## src/hdl/wss_pkg.sv

```systemverilog
// Shared types and constants for the weekly setpoint schedule table.
// No dependencies; the interfaces and the table module use this package.
package wss_pkg;

	localparam int TABLE_DEPTH_DEF = 32;

	localparam int DAY_W    = 4;
	localparam int MINUTE_W = 11;
	localparam int TEMP_W   = 12;
	localparam int ROW_W    = 5;
	localparam int COUNT_W  = 6;
	localparam int KEY_W    = DAY_W + MINUTE_W;

	localparam int CFG_IDX_W  = 1;
	localparam int CFG_DATA_W = TEMP_W;

	typedef logic signed [TEMP_W-1:0] temp_t;
	typedef logic [DAY_W-1:0]         day_t;
	typedef logic [MINUTE_W-1:0]      minute_t;

	localparam temp_t DEFAULT_LOW_RST  = 12'sd1040;
	localparam temp_t DEFAULT_HIGH_RST = 12'sd1200;

	// last day code that names a single day (Saturday)
	localparam day_t LAST_SINGLE_DAY = 4'd6;

	typedef enum logic [1:0] {
		KIND_INSERT = 2'd0,
		KIND_DELETE = 2'd1,
		KIND_CLEAR  = 2'd2,
		KIND_LOOKUP = 2'd3
	} kind_t;

	typedef enum logic [1:0] {
		STATUS_OK        = 2'd0,
		STATUS_ROW_RANGE = 2'd1,
		STATUS_FULL      = 2'd2
	} status_t;

	typedef enum logic [CFG_IDX_W-1:0] {
		CFG_DEFAULT_LOW  = 1'b0,
		CFG_DEFAULT_HIGH = 1'b1
	} cfg_index_t;

	typedef struct packed {
		day_t    day;
		minute_t minute;
		temp_t   lo;
		temp_t   hi;
	} entry_t;

	localparam int ENTRY_W = $bits(entry_t);

endpackage

```

## src/hdl/wss_cmd_if.sv

```systemverilog
// Command channel of the schedule table: valid/ready plus one operation.
// Depends on wss_pkg for field types.
interface wss_cmd_if;
	logic                        valid;
	logic                        ready;
	wss_pkg::kind_t              kind;
	wss_pkg::day_t               day_code;
	wss_pkg::minute_t            minute_of_day;
	wss_pkg::temp_t              low_setpoint;
	wss_pkg::temp_t              high_setpoint;
	logic [wss_pkg::ROW_W-1:0]   row_index;

	modport source (
		output valid, kind, day_code, minute_of_day, low_setpoint, high_setpoint,
		       row_index,
		input  ready
	);
	modport sink (
		input  valid, kind, day_code, minute_of_day, low_setpoint, high_setpoint,
		       row_index,
		output ready
	);
endinterface

```

## src/hdl/wss_rsp_if.sv

```systemverilog
// Result channel of the schedule table: valid/ready plus one result.
// Depends on wss_pkg for field types.
interface wss_rsp_if;
	logic                        valid;
	logic                        ready;
	wss_pkg::temp_t              current_low;
	wss_pkg::temp_t              current_high;
	logic                        found;
	logic [wss_pkg::COUNT_W-1:0] entry_count;
	wss_pkg::status_t            status;

	modport source (
		output valid, current_low, current_high, found, entry_count, status,
		input  ready
	);
	modport sink (
		input  valid, current_low, current_high, found, entry_count, status,
		output ready
	);
endinterface

```

## src/hdl/wss_ram.sv

```systemverilog
// Generic single-write, single-read synchronous RAM with registered read data.
// No dependencies.
module wss_ram #(
	parameter int WIDTH = 8,
	parameter int DEPTH = 16
) (
	input  logic                     clk,
	input  logic                     we,
	input  logic [$clog2(DEPTH)-1:0] waddr,
	input  logic [WIDTH-1:0]         wdata,
	input  logic                     re,
	input  logic [$clog2(DEPTH)-1:0] raddr,
	output logic [WIDTH-1:0]         rdata
);
	logic [WIDTH-1:0] mem_q [DEPTH];
	logic [WIDTH-1:0] rdata_q;

	always_ff @(posedge clk) begin
		if (we) begin
			mem_q[waddr] <= wdata;
		end
		if (re) begin
			rdata_q <= mem_q[raddr];
		end
	end

	assign rdata = rdata_q;
endmodule

```

## src/hdl/weekly_setpoint_schedule_table.sv

```systemverilog
// Weekly setpoint schedule table, sorted by {day, minute}, held in one RAM.
// Insert scans for its position, shifts later entries up and writes (an equal key is overwritten);
// delete shifts later entries down; lookup scans; clear and out-of-range delete go straight to the result.
// One operation in flight; the next is taken once the result is registered.
// Throughput is set by the single RAM read port walking the table.
// Reset: table empty, defaults 1040/1200 in force; no clearing pass needed.
module weekly_setpoint_schedule_table #(
	parameter int TABLE_DEPTH = wss_pkg::TABLE_DEPTH_DEF
) (
	input  logic                             clk,
	input  logic                             arst_n,
	input  logic                             cfg_we,
	input  logic [wss_pkg::CFG_IDX_W-1:0]    cfg_index,
	input  logic [wss_pkg::CFG_DATA_W-1:0]   cfg_data,
	wss_cmd_if.sink                          cmd,
	wss_rsp_if.source                        rsp
);
	import wss_pkg::*;

	localparam int IDX_W = $clog2(TABLE_DEPTH);
	localparam int CNT_W = $clog2(TABLE_DEPTH + 1);
	localparam int CMP_W = (CNT_W > ROW_W) ? CNT_W : ROW_W;
	localparam logic [CNT_W-1:0] FULL_COUNT = CNT_W'(TABLE_DEPTH);

	typedef enum logic [5:0] {
		ST_IDLE     = 6'b000001,
		ST_SCAN     = 6'b000010,
		ST_SHIFT_UP = 6'b000100,
		ST_SHIFT_DN = 6'b001000,
		ST_WRITE    = 6'b010000,
		ST_DONE     = 6'b100000
	} state_t;

	state_t           state_q;
	kind_t            kind_q;
	day_t             day_q;
	minute_t          minute_q;
	temp_t            lo_q;
	temp_t            hi_q;

	logic [CNT_W-1:0] used_q;
	logic [CNT_W-1:0] ptr_q;
	logic [CNT_W-1:0] rem_q;
	logic [CNT_W-1:0] pos_q;
	logic             pos_fnd_q;
	logic             eq_q;
	logic             hit_q;
	temp_t            cand_lo_q;
	temp_t            cand_hi_q;
	status_t          status_q;

	temp_t            held_low_q;
	temp_t            held_high_q;
	logic             adopted_q;

	logic             vld_s1;
	logic [IDX_W-1:0] idx_s1;

	logic               out_vld_q;
	temp_t              out_low_q;
	temp_t              out_high_q;
	logic               out_found_q;
	logic [COUNT_W-1:0] out_count_q;
	status_t            out_status_q;

	logic               rd_en;
	logic [IDX_W-1:0]   raddr;
	logic               mem_we;
	logic [IDX_W-1:0]   waddr;
	entry_t             wdata;
	logic [ENTRY_W-1:0] rdata;
	entry_t             rd_entry;
	entry_t             new_entry;

	logic               accept;
	logic               scan_done;
	logic               shift_done;
	logic               out_load;
	logic [KEY_W-1:0]   rd_key;
	logic [KEY_W-1:0]   new_key;
	logic [CMP_W-1:0]   row_ext;
	logic [CMP_W-1:0]   used_ext;
	logic [CNT_W-1:0]   ins_pos;

	assign accept     = cmd.valid && cmd.ready;
	assign cmd.ready  = (state_q == ST_IDLE);
	assign rd_entry   = entry_t'(rdata);
	assign new_entry  = '{day: day_q, minute: minute_q, lo: lo_q, hi: hi_q};
	assign rd_key     = {rd_entry.day, rd_entry.minute};
	assign new_key    = {day_q, minute_q};
	assign scan_done  = (ptr_q == used_q) && !vld_s1;
	assign shift_done = (rem_q == '0) && !vld_s1;
	assign out_load   = (state_q == ST_DONE) && (!out_vld_q || rsp.ready);
	assign row_ext    = CMP_W'(cmd.row_index);
	assign used_ext   = CMP_W'(used_q);
	assign ins_pos    = pos_fnd_q ? pos_q : used_q;

	// RAM port steering
	always_comb begin
		rd_en  = 1'b0;
		raddr  = ptr_q[IDX_W-1:0];
		mem_we = 1'b0;
		waddr  = pos_q[IDX_W-1:0];
		wdata  = new_entry;
		case (state_q)
			ST_SCAN: begin
				rd_en = (ptr_q != used_q);
			end
			ST_SHIFT_UP: begin
				rd_en  = (rem_q != '0);
				mem_we = vld_s1;
				waddr  = idx_s1 + IDX_W'(1);
				wdata  = rd_entry;
			end
			ST_SHIFT_DN: begin
				rd_en  = (rem_q != '0);
				mem_we = vld_s1;
				waddr  = idx_s1 - IDX_W'(1);
				wdata  = rd_entry;
			end
			ST_WRITE: begin
				mem_we = 1'b1;
			end
			default: begin
				rd_en = 1'b0;
			end
		endcase
	end

	wss_ram #(
		.WIDTH (ENTRY_W),
		.DEPTH (TABLE_DEPTH)
	) u_ram (
		.clk   (clk),
		.we    (mem_we),
		.waddr (waddr),
		.wdata (wdata),
		.re    (rd_en),
		.raddr (raddr),
		.rdata (rdata)
	);

	always_ff @(posedge clk or negedge arst_n) begin
		if (!arst_n) begin
			state_q     <= ST_IDLE;
			used_q      <= '0;
			ptr_q       <= '0;
			rem_q       <= '0;
			pos_q       <= '0;
			pos_fnd_q   <= 1'b0;
			eq_q        <= 1'b0;
			hit_q       <= 1'b0;
			cand_lo_q   <= '0;
			cand_hi_q   <= '0;
			status_q    <= STATUS_OK;
			held_low_q  <= DEFAULT_LOW_RST;
			held_high_q <= DEFAULT_HIGH_RST;
			adopted_q   <= 1'b0;
			vld_s1      <= 1'b0;
			out_vld_q   <= 1'b0;
		end else begin
			vld_s1 <= rd_en;

			// defaults stay in force until a lookup adopts an entry
			if (cfg_we) begin
				case (cfg_index_t'(cfg_index))
					CFG_DEFAULT_LOW: begin
						if (!adopted_q) begin
							held_low_q <= temp_t'(cfg_data);
						end
					end
					CFG_DEFAULT_HIGH: begin
						if (!adopted_q) begin
							held_high_q <= temp_t'(cfg_data);
						end
					end
					default: ;
				endcase
			end

			if (out_load) begin
				out_vld_q <= 1'b1;
			end else if (rsp.ready) begin
				out_vld_q <= 1'b0;
			end

			case (state_q)
				ST_IDLE: begin
					if (accept) begin
						status_q  <= STATUS_OK;
						hit_q     <= 1'b0;
						pos_fnd_q <= 1'b0;
						eq_q      <= 1'b0;
						ptr_q     <= '0;
						case (cmd.kind)
							KIND_INSERT, KIND_LOOKUP: begin
								state_q <= ST_SCAN;
							end
							KIND_DELETE: begin
								if (row_ext >= used_ext) begin
									status_q <= STATUS_ROW_RANGE;
									state_q  <= ST_DONE;
								end else begin
									ptr_q   <= CNT_W'(row_ext + CMP_W'(1));
									rem_q   <= CNT_W'(used_ext - row_ext - CMP_W'(1));
									used_q  <= used_q - CNT_W'(1);
									state_q <= ST_SHIFT_DN;
								end
							end
							KIND_CLEAR: begin
								used_q  <= '0;
								state_q <= ST_DONE;
							end
							default: begin
								state_q <= ST_DONE;
							end
						endcase
					end
				end
				ST_SCAN: begin
					if (rd_en) begin
						ptr_q <= ptr_q + CNT_W'(1);
					end
					if (vld_s1) begin
						if (kind_q == KIND_LOOKUP) begin
							// keep the last match in table order
							if (day_q <= LAST_SINGLE_DAY && rd_entry.day == day_q &&
							    rd_entry.minute <= minute_q) begin
								hit_q     <= 1'b1;
								cand_lo_q <= rd_entry.lo;
								cand_hi_q <= rd_entry.hi;
							end
						end else if (!pos_fnd_q && rd_key >= new_key) begin
							pos_fnd_q <= 1'b1;
							pos_q     <= CNT_W'(idx_s1);
							eq_q      <= (rd_key == new_key);
						end
					end
					if (scan_done) begin
						if (kind_q == KIND_LOOKUP) begin
							if (hit_q) begin
								held_low_q  <= cand_lo_q;
								held_high_q <= cand_hi_q;
								adopted_q   <= 1'b1;
							end
							state_q <= ST_DONE;
						end else if (pos_fnd_q && eq_q) begin
							state_q <= ST_WRITE;
						end else if (used_q == FULL_COUNT) begin
							status_q <= STATUS_FULL;
							state_q  <= ST_DONE;
						end else begin
							pos_q   <= ins_pos;
							rem_q   <= used_q - ins_pos;
							ptr_q   <= used_q - CNT_W'(1);
							state_q <= ST_SHIFT_UP;
						end
					end
				end
				ST_SHIFT_UP: begin
					if (rd_en) begin
						ptr_q <= ptr_q - CNT_W'(1);
						rem_q <= rem_q - CNT_W'(1);
					end
					if (shift_done) begin
						state_q <= ST_WRITE;
					end
				end
				ST_SHIFT_DN: begin
					if (rd_en) begin
						ptr_q <= ptr_q + CNT_W'(1);
						rem_q <= rem_q - CNT_W'(1);
					end
					if (shift_done) begin
						state_q <= ST_DONE;
					end
				end
				ST_WRITE: begin
					if (!eq_q) begin
						used_q <= used_q + CNT_W'(1);
					end
					state_q <= ST_DONE;
				end
				ST_DONE: begin
					if (out_load) begin
						state_q <= ST_IDLE;
					end
				end
				default: begin
					state_q <= ST_IDLE;
				end
			endcase
		end
	end

	// payload registers, no reset
	always_ff @(posedge clk) begin
		if (accept) begin
			kind_q   <= cmd.kind;
			day_q    <= cmd.day_code;
			minute_q <= cmd.minute_of_day;
			lo_q     <= cmd.low_setpoint;
			hi_q     <= cmd.high_setpoint;
		end
		if (rd_en) begin
			idx_s1 <= raddr;
		end
		if (out_load) begin
			out_low_q    <= held_low_q;
			out_high_q   <= held_high_q;
			out_found_q  <= hit_q;
			out_count_q  <= COUNT_W'(used_q);
			out_status_q <= status_q;
		end
	end

	assign rsp.valid        = out_vld_q;
	assign rsp.current_low  = out_low_q;
	assign rsp.current_high = out_high_q;
	assign rsp.found        = out_found_q;
	assign rsp.entry_count  = out_count_q;
	assign rsp.status       = out_status_q;

	a_used_bound: assert property (@(posedge clk) disable iff (!arst_n)
		used_q <= FULL_COUNT)
		else $error("entry count above table depth");

	a_no_rw_same_row: assert property (@(posedge clk) disable iff (!arst_n)
		(mem_we && rd_en) |-> (waddr != raddr))
		else $error("shift reads and writes the same row");

	a_adopted_sticky: assert property (@(posedge clk) disable iff (!arst_n)
		adopted_q |=> adopted_q)
		else $error("adopted flag dropped");

	a_full_only_when_full: assert property (@(posedge clk) disable iff (!arst_n)
		(state_q == ST_DONE && status_q == STATUS_FULL) |-> (used_q == FULL_COUNT))
		else $error("insert dropped with room left");

	a_no_write_idle: assert property (@(posedge clk) disable iff (!arst_n)
		(state_q == ST_IDLE || state_q == ST_DONE) |-> !mem_we)
		else $error("table written outside an operation");
endmodule
```

## src/flat_wrapper.sv

```systemverilog
// flat-port wrapper written by rule: the top's interface ports become plain ports
module weekly_setpoint_schedule_table_flat import wss_pkg::*;
#(
	parameter int TABLE_DEPTH = wss_pkg::TABLE_DEPTH_DEF
)
  (clk, arst_n, cfg_we, cfg_index, cfg_data, cmd_valid, cmd_kind, cmd_day_code, cmd_minute_of_day, cmd_low_setpoint, cmd_high_setpoint, cmd_row_index, cmd_ready, rsp_valid, rsp_current_low, rsp_current_high, rsp_found, rsp_entry_count, rsp_status, rsp_ready);
  wss_cmd_if cmd_i ();
  wss_rsp_if rsp_i ();
  input  logic clk;
  input  logic arst_n;
  input  logic cfg_we;
  input  logic [wss_pkg::CFG_IDX_W-1:0] cfg_index;
  input  logic [wss_pkg::CFG_DATA_W-1:0] cfg_data;
  input wire logic [$bits(cmd_i.valid)-1:0] cmd_valid;
  input wire logic [$bits(cmd_i.kind)-1:0] cmd_kind;
  input wire logic [$bits(cmd_i.day_code)-1:0] cmd_day_code;
  input wire logic [$bits(cmd_i.minute_of_day)-1:0] cmd_minute_of_day;
  input wire logic [$bits(cmd_i.low_setpoint)-1:0] cmd_low_setpoint;
  input wire logic [$bits(cmd_i.high_setpoint)-1:0] cmd_high_setpoint;
  input wire logic [$bits(cmd_i.row_index)-1:0] cmd_row_index;
  output wire logic [$bits(cmd_i.ready)-1:0] cmd_ready;
  output wire logic [$bits(rsp_i.valid)-1:0] rsp_valid;
  output wire logic [$bits(rsp_i.current_low)-1:0] rsp_current_low;
  output wire logic [$bits(rsp_i.current_high)-1:0] rsp_current_high;
  output wire logic [$bits(rsp_i.found)-1:0] rsp_found;
  output wire logic [$bits(rsp_i.entry_count)-1:0] rsp_entry_count;
  output wire logic [$bits(rsp_i.status)-1:0] rsp_status;
  input wire logic [$bits(rsp_i.ready)-1:0] rsp_ready;
  assign cmd_i.valid = cmd_valid;
  assign cmd_i.kind = cmd_kind;
  assign cmd_i.day_code = cmd_day_code;
  assign cmd_i.minute_of_day = cmd_minute_of_day;
  assign cmd_i.low_setpoint = cmd_low_setpoint;
  assign cmd_i.high_setpoint = cmd_high_setpoint;
  assign cmd_i.row_index = cmd_row_index;
  assign cmd_ready = cmd_i.ready;
  assign rsp_valid = rsp_i.valid;
  assign rsp_current_low = rsp_i.current_low;
  assign rsp_current_high = rsp_i.current_high;
  assign rsp_found = rsp_i.found;
  assign rsp_entry_count = rsp_i.entry_count;
  assign rsp_status = rsp_i.status;
  assign rsp_i.ready = rsp_ready;
  weekly_setpoint_schedule_table #(.TABLE_DEPTH(TABLE_DEPTH)) u_core (.clk(clk), .arst_n(arst_n), .cfg_we(cfg_we), .cfg_index(cfg_index), .cfg_data(cfg_data), .cmd(cmd_i), .rsp(rsp_i));
endmodule
```

## config.mk

```make
export PLATFORM = sky130hd
export DESIGN_NAME = weekly_setpoint_schedule_table_flat
export DESIGN_NICKNAME = d
export VERILOG_FILES = /design/src/hdl/wss_pkg.sv /design/src/hdl/wss_cmd_if.sv /design/src/hdl/wss_rsp_if.sv /design/src/hdl/wss_ram.sv /design/src/hdl/weekly_setpoint_schedule_table.sv /design/src/flat_wrapper.sv
export SDC_FILE = /design/constraint.sdc
export NUM_CORES = 1
export LEC_CHECK = 0
export ABC_AREA = 1
export BUFFER_PORTS_ARGS = -buffer_cell sky130_fd_sc_hd__buf_2
export CAP_MARGIN = 40
export CORE_MARGIN = 8
export CORE_UTILIZATION = 40
export CTS_CLUSTER_DIAMETER = 200
export DETAILED_ROUTE_END_ITERATION = 10
export GPL_TIMING_DRIVEN = 1
export PLACE_DENSITY_LB_ADDON = 0.1
export SYNTH_ARGS = -nofsm -noshare
export SYNTH_HDL_FRONTEND = slang
export SYNTH_SLANG_ARGS = --single-unit
```

## constraint.sdc

```tcl
create_clock -name clk -period 7.9 [get_ports clk]
set_input_delay 1.58 -clock clk [delete_from_list [all_inputs] [get_ports clk]]
set_output_delay 1.58 -clock clk [all_outputs]
set_load 0.1 [all_outputs]
```

# Word-level counts from Yosys, hierarchy flattened
# Memory sizes are Yosys's and may differ from the RTL's. A register that Yosys moved wholly into a read port is not among the register bits.
# Cells that the tools add are included.
# word_totals
in_bits	64
latchBits	0
out_inout_bits	35
memories	1
romBits	0
register_bits	165
ram_bits	1248
elab_cells	195
# op_classes
bitwise_logic	0
n_mux	86
n_eq_ne	35
order_cmp	4
reduce_logical	31
shift	0
n_div	0
n_addsub	11
n_mul	0
# mem_list
name	words	word_bits	read_ports	rd_clocked_by_memory_dff	write_ports	line_no	source
u_core.u_ram.mem_q	32	39	1	1	1	wss_ram.sv:15	logic [WIDTH-1:0] mem_q [DEPTH];
# ops
cell	n
two-way mux 6 bit	37
two-way mux 12 bit	14
two-way mux 39 bit	1
one-hot mux 6 bit (3 select lines)	2
one-hot mux 6 bit (6 select lines)	1
one-hot mux 6 bit (2 select lines)	2
one-hot mux 6 bit (4 select lines)	1
subtractor 6 x 1 -> 6 bit (second input constant)	4
inequality test 2 x 1 -> 1 bit (second input constant)	11
AND reduction 5 bit	4
== test 15 bit	1
>= comparator 15 bit	1
two-way mux 1 bit	15
inequality test 2 bit (second input constant)	7
adder 6 x 1 -> 6 bit (second input constant)	2
== test 6 bit (second input constant)	2
two-way mux 2 bit	6
less-or-equal comparator 11 bit	1
one-hot mux 1 bit (2 select lines)	5
one-hot mux 5 bit (2 select lines)	1
AND reduction 9 bit	1
logical AND 1 bit	8
AND reduction 4 bit	2
adder 5 x 1 -> 6 bit (second input constant)	1
other kinds (29)	37

# Depth between registers and ports, before layout
# logic_depth
depth_word	9
mapped_depth	16
depth_no_buf	14

# Hierarchy
# A second synthesis with hierarchy kept.
# unflattened
cells_unflattened	5377
area_unflattened_um2	60475.5
# by_module_without_submodules
module	area_each_um2	cells_per_inst	n_inst
wss_ram	51350.5	4298	1
weekly_setpoint_schedule_table	9125.0	1079	1

# Worst setup path before layout
# OpenSTA, ideal clock, no wires.
# synth_timing
path_type	reg2reg
startpoint	reg u_core.state_q[0]
endpoint	mem u_core.u_ram.mem_q[16][0] (netlist name) (enable)
t_required_ps	7465
setup_ps	435
arrival_ps	3748
n_path_buf	0
setup_slack_ps	3717
stages_incl_launch_ff	11
cell_sequence	dfstp_2 > nor2_4 > nand4_4 > inv_1 > fa_1 > or2_2 > nand3_1 > o21ai_0 > inv_1 > nand4_1 > nor2_1
# synth_via
elab_chain_cells	5
elab_cells_between_ends	8
cone_classes	eq/ne (3); mux (4); reduce/logical (1)
# synth_lines
element	line_no	source
start: declaration	weekly_setpoint_schedule_table.sv:34	state_t state_q;
start signal: assignment	weekly_setpoint_schedule_table.sv:145	state_q <= ST_IDLE;
start signal: assignment	weekly_setpoint_schedule_table.sv:197	state_q <= ST_SCAN;
start signal: assignment	weekly_setpoint_schedule_table.sv:202	state_q <= ST_DONE;
== test 6 x 3 -> 1 bit or == test 6 x 4 -> 1 bit (tied branches)	weekly_setpoint_schedule_table.sv:105	case (state_q)
OR reduction 2 bit (no line)	--	
one-hot mux 1 bit (2 select lines)	weekly_setpoint_schedule_table.sv:105	
two-way mux 1 bit	wss_ram.sv:19	if (we) begin
two-way mux 1 bit (implied by the code)	wss_ram.sv:20	mem_q[waddr] <= wdata;
end: declaration	wss_ram.sv:15	
# Parallel ways exist; a longest one is shown, timed or not.

# Worst setup path in the final report
# layout_timing
startpoint	reg u_core.state_q[5]
endpoint	mem u_core.u_ram.mem_q[27][2] (netlist name) (enable)
# The elaborated chain is that of the path after synthesis.

==> out/results.ini <==
[sta]
fin_crit_ns = 4.51
final.setup.tns_ns = 0
worst_hold_slack_ns = 0.445
setup_viol = 0
fin_crit_sh = 0.570
fmax_mhz = 222
tightest_slew_ns = 0.905
rsz0062_at_grt = false
final_max_slew_viol_count = 0
clock-skew-final_ns = 0.0267
slew_headroom = 0.397
hold_violations = 0

[cells_and_area]
area_growth_pct = 15.0
utilization = 0.463
n_fill_cell = 13100
fin_nets = 4881
final_common_cell = edfxtp_1
final-instance-count-excl-fill = 6828
multi_input_area_sq_um = 14000
final-seq-area_sq_um = 43200
final_cell_mix = edfxtp_1, o21ai_0, nor2_1, nand2_1, o22ai_1
layout-drive-gt1-share = 0.122

[placement]
dp_cells = 6531
gp_congestion = 0.831
dp_hpwl_mm = 102
portBuffers = 98

[route]
drt-initial-drc-count = 3738
dr.pass1.iters = 5
post-route-drc-count = 0
vias = 37900
vias_per_cell = 5.56
ant_nets = 0
routed_wl_mm = 176
wl_per_cell_um = 25.8

[clocking]
htree_levels = 4
tritoncts = built
cts_made_buffers = 158
cts.clk_slew.worst_paths_ns = 0.06
ctsResizeCount = 0
numClockSinks = 1452
cts_buffer_depth = 3
post_cts_buffers = 0
clk-insertion-delay-late_ns = 0.80
root_buffer = clkbuf_16
ctsHoldBuffers = 0

[global_routing]
grt_pass1_vias = 36100
groute.usage.overall = 0.217
overflow = 0
grt_pass1_wl_mm = 256
antenna_found_initial = 7
grt_max_degree = 169

[setup_path]
max_stage_delay_ns = 0.77
critical_path_class = flip-flop to flip-flop
arrival_ns = 4.93
cp_max_fo = 23
cp_data_required_time_ns = 8.32
crit_chain = nor2_4 > nand4_4 > inv_1 > ha_1 > nand3_1 > nand3_1 > xnor2_1 > nand2_1 > o21ai_0 > inv_1 > nand4_1 > nor2_4 > buf_4
critPathTopFamily = simple AND/OR/NAND/NOR gates
endpoint_kind = flip-flop
cp.buffers_inverters = 3
start_kind = flip-flop
critPathSlowestCell = nor2_4

[power]
clkPwrFrac = 0.281
power_density_nw_per_um2 = 376
power_frac_seq = 0.389
switching_share = 0.377
peakVddDrop_uv = 254
p_int_mw = 15.8
combPwrFrac = 0.330
p_leak_nw = 23.0
p_switching_mw = 9.56

[synth]
synth_cells = 4663
synth-seq-cells = 1452
yosysWarnings = 0
synthesis.nets = 4770
synthArstFlopShare = 0.0592
synth_edf_count = 1366
avgSynthCellArea_sq_um = 12.6
synth_seq_area_share = 0.737
synth_ff_type = edfxtp_1
synth_cell_type_count = 52
syn-cell-area_sq_um = 58600

[die]
core_sq_um = 146000
std_cell_rows = 140
io-pin-count = 99
start_util = 0.403
die_area_sq_um = 159000
die_y_um = 399
die_w_um = 399

[worst_hold_path]
hold_path.class = flip-flop to flip-flop

[status]
status = finished, final reports clean

[flow_run]
maxCapViolations = 0

-- state kept, by name, indices dropped and copies added (netlist names), 4 cells and up --
signal                   count
u_core.ptr_q                 6
u_core.used_ext              6
u_core.minute_q             11
u_core.state_q               6
u_core.lo_q                 12
u_core.idx_s1                5
u_core.u_ram.rdata          39
u_core.u_ram.mem_q        1248
u_core.pos_q                 6
u_core.rsp.current_low      12
u_core.rsp.entry_count       6
u_core.cand_lo_q            12
u_core.rem_q                 6
u_core.held_high_q          12
u_core.day_q                 4
u_core.cand_hi_q            12
u_core.rsp.current_high     12
u_core.hi_q                 12
u_core.held_low_q           12
-- through the flow --
stage | cell area (sq um) | total power [mW] | setup WS [ns]
2_1_floorplan | 58600 | 15.1 | 3.72
3_3_place_gp | 61500 | 18.2 | 3.25
3_5_place_dp | 62400 | 18.4 | 3.41
4_1_cts | 67400 | 25.5 | 3.40
5_1_grt | 67400 | 26.6 | 3.24
6_report | 67400 | 25.4 | 3.39
-- cell type report --
cell class                      instances  area share
Sequential cell                      1452       0.641
Multi-Input combinational cell       2754       0.207
Clock buffer                          205      0.0630
Tap cell                             1917      0.0356
Timing Repair Buffer                  236      0.0323
Clock inverter                         88      0.0110
Inverter                              172     0.00999
Antenna cell                            4    0.000149
-- cells in the mapped netlist (41+ instances only) --
master	count	area share
inv_1	156	0.010
dfrtp_1	79	0.034
nor2_1	729	0.047
a21oi_1	92	0.0079
clkbuf_1	186	0.012
o21ai_0	740	0.063
nand4_1	41	0.0044
o22ai_1	314	0.034
nand2_1	533	0.034
edfxtp_1	1366	0.70
buf_2	66	0.0056
nand3_1	97	0.0083
-- routing by layer --
metal  routed length (um)  track usage  vias up
li1                     -            -    17300
met1                79600        0.313    19100
met2                79200        0.334     1306
met3                12800       0.0420      237
met4                 4680       0.0647        2
met5                    8            0        -
-- cells by family (layout without fill, tap and decap cells) --
| kind of cell | count (synthesis) | count (layout) | synth area share |
|---|---|---|---|
| flip-flops | 1452 | 1452 | 0.737 |
| AO/OA/AOI/OAI | 1241 | 1241 | 0.117 |
| XOR/XNOR | 24 | 24 | 0.00359 |
| adder cells (fa/ha/maj) | 43 | 43 | 0.00957 |
| AND/OR/NAND/NOR | 1446 | 1446 | 0.101 |
| buffers and inverters | 457 | 701 | 0.0327 |
| other | 0 | 4 | 0 |
-- worst paths after layout --
kind,cells after the start,slack [ns],end,startpoint
worst max-delay path,13,3.39,u_core.u_ram.mem_q[27][2],u_core.state_q[5]
worst min-delay path,0,0.44,u_core.rsp.current_high[6],u_core.held_high_q[6]
worst max register to register,13,3.39,u_core.u_ram.mem_q[27][2],u_core.state_q[5]
worst min register to register,0,0.44,u_core.rsp.current_high[6],u_core.held_high_q[6]
max in group asynchronous,3,6.23,u_core.held_high_q[4],arst_n
min in group asynchronous,1,0.67,u_core.rem_q[0],arst_n
-- power groups by stage --
stage               clock, mW  combinational (mW)  sequential (mW)
finish                   7.13                8.36             9.86
global route             7.56                9.16             9.88
CTS                      7.27                8.39             9.85
detailed placement          0                8.36             10.0
global placement            0                8.17             10.0
floorplan                   0                5.20             9.95
(Power assumes the default switching activity.)
